==> config.mk <==
export PLATFORM = sky130hd
export DESIGN_NAME = ubsp_blend
export DESIGN_NICKNAME = d
export VERILOG_FILES = /design/src/rtl/core/ubsp_pkg.sv /design/src/rtl/core/ubsp_blend.sv
export SDC_FILE = /design/constraint.sdc
export NUM_CORES = 2
export LEC_CHECK = 0
export ABC_AREA = 0
export BUFFER_PORTS_ARGS = -buffer_cell sky130_fd_sc_hd__buf_2
export CAP_MARGIN = 20
export CORE_UTILIZATION = 51
export DETAILED_ROUTE_END_ITERATION = 10
export PLACE_DENSITY = 0.67
export SYNTH_ARGS = -nofsm -noshare
export SYNTH_HDL_FRONTEND = slang
export SYNTH_SLANG_ARGS = --single-unit
==> constraint.sdc <==
create_clock -name clk -period 17.8 [get_ports clk]
set_input_delay 3.56 -clock clk [delete_from_list [all_inputs] [get_ports clk]]
set_output_delay 3.56 -clock clk [all_outputs]
set_load 0.03 [all_outputs]
==> src/rtl/core/ubsp_pkg.sv <==
`default_nettype none
package ubsp_pkg;
  localparam int MAX_POINTS_D = 64;
  localparam int MAX_ORDER_D = 8;
  localparam int COORD_FRAC_BITS_D = 16;
  localparam int U_FRAC_BITS_D = 16;
  localparam int RECIP_BITS = 20;
  localparam int COORD_W = 32;
  localparam int U_W = 23;
  localparam int ORDER_W = 4;
  localparam int COUNT_W = 7;
  localparam int CFG_W = 7;

  localparam logic [0:0] CFG_ORDER = 1'b0;
  localparam logic [0:0] CFG_COUNT = 1'b1;
  localparam logic CMD_LOAD = 1'b0;
  localparam logic CMD_EVAL = 1'b1;
  localparam logic [1:0] ST_OK = 2'd0;
  localparam logic [1:0] ST_URANGE = 2'd1;
  localparam logic [1:0] ST_BADCFG = 2'd2;

  // reciprocal ROM: floor((2^RECIP_BITS + floor(d/2)) / d), 20 fraction bits
  function automatic logic [RECIP_BITS:0] recip_rom(input logic [ORDER_W:0] d);
    logic [RECIP_BITS:0] r;
    unique case (d)
      5'd1:    r = (RECIP_BITS+1)'(1048576);
      5'd2:    r = (RECIP_BITS+1)'(524288);
      5'd3:    r = (RECIP_BITS+1)'(349525);
      5'd4:    r = (RECIP_BITS+1)'(262144);
      5'd5:    r = (RECIP_BITS+1)'(209715);
      5'd6:    r = (RECIP_BITS+1)'(174763);
      5'd7:    r = (RECIP_BITS+1)'(149797);
      5'd8:    r = (RECIP_BITS+1)'(131072);
      5'd9:    r = (RECIP_BITS+1)'(116508);
      5'd10:   r = (RECIP_BITS+1)'(104858);
      5'd11:   r = (RECIP_BITS+1)'(95325);
      5'd12:   r = (RECIP_BITS+1)'(87381);
      5'd13:   r = (RECIP_BITS+1)'(80660);
      5'd14:   r = (RECIP_BITS+1)'(74898);
      5'd15:   r = (RECIP_BITS+1)'(69905);
      default: r = '0;
    endcase
    return r;
  endfunction
endpackage
`default_nettype wire

==> src/rtl/core/ubsp_blend.sv <==
`default_nettype none
// Two-stage coordinate blend: multiply, then round and shift.
module ubsp_blend import ubsp_pkg::*; #(
  parameter int U_FRAC_BITS = U_FRAC_BITS_D
) (
  input  wire logic                      clk,
  input  wire logic signed [COORD_W-1:0] left,
  input  wire logic signed [COORD_W-1:0] right,
  input  wire logic [U_FRAC_BITS:0]      alpha,
  output logic signed [COORD_W-1:0]      res
);
  localparam int PW = COORD_W + U_FRAC_BITS + 2;
  logic signed [PW-1:0] pl_r, pr_r;
  logic signed [PW:0] s;
  logic [U_FRAC_BITS:0] one;

  assign one = (U_FRAC_BITS+1)'(1) << U_FRAC_BITS;

  // register each product
  always_ff @(posedge clk) begin
    pl_r <= PW'(left) * PW'(signed'({1'b0, one - alpha}));
    pr_r <= PW'(right) * PW'(signed'({1'b0, alpha}));
  end

  // round and floor-shift
  always_comb begin
    s = (PW+1)'(pl_r) + (PW+1)'(pr_r) + (PW+1)'(signed'({1'b0, one >> 1}));
    res = COORD_W'(s >>> U_FRAC_BITS);
  end
endmodule
`default_nettype wire
**Word level (Yosys, flattened, before mapping)**

Index checks and enable logic that the tools add are counted.

- Word-level logic and storage cells: 7
- Bits in registers: 96
- Bits of input ports: 82
- Output and inout bits: 32

- Multiply operators: 2
- Add/sub/neg operators: 3

Operators by type and width:

| cell | number |
|---|---|
| 32-bit by 18-bit multiplier with 48-bit output | 2 |
| 48-bit by 17-bit adder with 48-bit output, second input constant | 1 |
| 48-bit adder | 1 |
| 17-bit subtractor, first input constant | 1 |

**Depth between registers and ports, before layout**

- Depth in word-level cells: 2
- Depth in mapped cells: 33
- Depth with buffers taken out: 30

**Worst setup path before layout**

OpenSTA, ideal clock, no wires.

- Kind: input to register
- Start point: in alpha[0]
- End point: reg pl_r[44]
- Setup slack: 7.186 ns
- Required time: 17.678 ns
- Setup time: 0.122 ns
- Cell stages on the path: 30
- Arrival time: 10.492 ns
- Cells stage by stage: clkbuf_1 clkbuf_1 inv_1 ha_1 nand3_1 nor3_1 xnor2_1 clkbuf_1 nand2_1 fa_1 inv_1 fa_1 fa_1 fa_1 fa_1 inv_1 fa_1 inv_1 ha_1 a21o_1 a21o_1 a21o_1 a21o_1 a211oi_1 nand2_1 a21oi_1 o21bai_1 and2_1 a21bo_2 o311a_1

- Word-level cells in the longest chain between the ends: 2

RTL lines:

| item | RTL line | source |
|---|---|---|
| start: declaration | ubsp_blend.sv:9 | `input wire logic [U_FRAC_BITS:0] alpha,` |
| 17-bit subtractor | ubsp_blend.sv:21 | `pl_r <= PW'(left) * PW'(signed'({1'b0, one - alpha}));` |
| 32-bit by 18-bit multiplier with 48-bit output | ubsp_blend.sv:21 |  |
| end signal: assignment | ubsp_blend.sv:21 |  |
| end: declaration | ubsp_blend.sv:13 | `logic signed [PW-1:0] pl_r, pr_r;` |

No other way between the ends.

**Worst setup path after layout**

- Start point: in alpha[3]
- End point: reg pl_r[44]

Same word-level chain as after synthesis.

==> reports/qor.yml <==
tns_ns: 0
path_max_fanout: 35
vias_per_cell: 5.22
cts_setup_buffers: 0
slew_viol_final: 0
fin_cells: 5542
cp_common_cell: "fa_1"
cp.arrival_ns: 11.52
synth_flop_cell: "dfxtp_1"
cts_resized: 0
ys_seq_area_share_pct: 4.70
clkSlewWorstSetupHoldPaths_ns: 0.08
syn_area_um2: 40900
syn-num-nets: 5950
synth_top_area_share_pct: 49.8
antenna_found_initial: 2
core_area_um2: 79100
hold_path_end: "pl_r[0]$_DFF_P_"
nNetsFinal: 5904
start_util_pct: 51.7
place_worst_setup_slack_ns: 6.22
period_minus_slack_ns: 11.26
setup_viol: 0
cts_made_buffers: 9
die_area_um2: 81400
worst_slew_pin_slew_ns: 0.977
drc: 0
status: "finished clean"
hp-start: "left[0]"
critPathKind: "primary input to flip-flop"
grt_max_degree: 68
yosysMostFrequentCell: "inv_1"
hold_depth: 2
drive_gt1_share_pct: 4.05
die_x_um: 285
post-place-cells: 5525
die_height_um: 285
cp_slowest_stage_delay_ns: 0.60
cp_slowest_cell: "nor4_1"
clock_sinks: 96
vias: 29000
cp.required_ns: 18.06
fmax_ghz: 0.0888
slew_headroom_pct: 34.7
drv_cap: 0
drt_iter0_drc: 1269
crit_family: "adder cells"
endpoint_kind: "flip-flop"
first_global_vias: 31900
ant_nets: 0
fin_ws_ns: 6.54
clockBufferDepth: 2
num_rows: 103
fin_crit_sh_pct: 63.2
finalHoldViolCount: 0
grt_pass1_wl_mm: 164
path_buf_inv: 5
syn2layout_area_growth_pct: 4.34
hold_buffers: 0
ys_top_cells_by_area: "fa_1 (50%), inv_1 (10%), ha_1 (9.7%)"
synth_cells: 4532
synth_seq_cells: 96
ioPinCount: 114
ys_types: 60
grt_overflow: 0
htreeDepth: 3
hpwlAfterDp_mm: 77.8
wl_per_cell_um: 17.7
num-fill-cells: 7321
synthTopCellsByCount: "inv_1 (1,135), fa_1 (1,018), nand2_1 (714)"
synth-edff-count: 0
wl_mm: 98.1
async_flop_share_pct: 0
cts-root-buf: "clkbuf_16"
hp-class: "primary input to flip-flop"
port_buffers: 113
synth.avg_cell_area_um2: 9.03
place_congestion: 0.904
cts_tree: "built"
ys_warn_count: 0
critPathLaunchType: "primary input"
grt_usage_pct: 25.5
drt_first_pass_iters: 5
synth_top_cell_by_area: "fa_1"
rsz0062_at_grt: "no"
worst_hold_slack_ns: 3.69
==> cell type report <==
| type | instances | area [µm²] | area share [%] |
|---|---|---|---|
| clock buffers | 9 | 225 | 0.528 |
| flip-flops and latches | 96 | 1920 | 4.50 |
| clock inverters | 7 | 91.3 | 0.214 |
| multi-input cells | 3106 | 34100 | 79.9 |
| well taps | 1050 | 1310 | 3.08 |
| inverters | 1135 | 4260 | 9.98 |
| diodes | 1 | 2.50 | 0.00586 |
| repair buffers | 138 | 753 | 1.76 |
==> layout by cell type, fill, tap and decap left out, types with 18 or more instances in the layout <==
cell type / count
xor2_1: 45
dfxtp_1: 96
nor3_1: 24
inv_1: 1135
a21o_1: 67
and2_1: 399
fa_1: 1018
ha_1: 317
a21oi_1: 88
nand4_1: 18
xnor2_1: 92
buf_2: 113
nor2b_1: 51
nand2_1: 714
nor2_1: 41
buf_4: 25
o21ai_0: 44
==> kinds of logic after synthesis <==
logic type / after synthesis / share of synthesized area [%]
fa+ha+maj: 1336 / 59.5
buf+inv: 1330 / 12.2
simple gates: 1305 / 15.3
compound gates: 313 / 5.06
xor+xnor: 151 / 3.23
flops: 96 / 4.70
mux: 1 / 0.0245
==> per-layer routing <==
layer | vias to the layer above | wire [µm] | GRT usage (%)
li1 | 13100 | - | -
met1 | 15000 | 39900 | 32.3
met5 | - | 17 | 0
met2 | 735 | 50600 | 45.7
met3 | 170 | 5220 | 3.80
met4 | 4 | 2270 | 6.08
==> sequential cells by signal, summed over array words and instances, names as in the netlist <==
signal  count
pl_r       48
pr_r       48
==> worst max path at each step <==
stage	depth (start not counted)	slack, ns	endpoint	start
floorplan	30	7.19	pl_r[44]$_DFF_P_	alpha[0]
CTS	28	6.60	pl_r[44]$_DFF_P_	alpha[4]
global placement	28	6.35	pl_r[44]$_DFF_P_	alpha[4]
finish	28	6.54	pl_r[44]$_DFF_P_	alpha[3]
detailed placement	28	6.22	pl_r[44]$_DFF_P_	alpha[4]
global route	28	6.09	pl_r[44]$_DFF_P_	alpha[4]
==> stage by stage <==
step | area (µm²) | utilization, %
after floorplan | 40900 | -
after global placement | 42400 | 53.5
after detailed placement | 42400 | 53.5
after CTS | 42700 | 53.9
after global routing | 42700 | 53.9
final | 42700 | 54.0
Power is left out: the tool's default activity adds up to more than one toggle a clock period on the data nets, which glitch-free logic cannot reach.
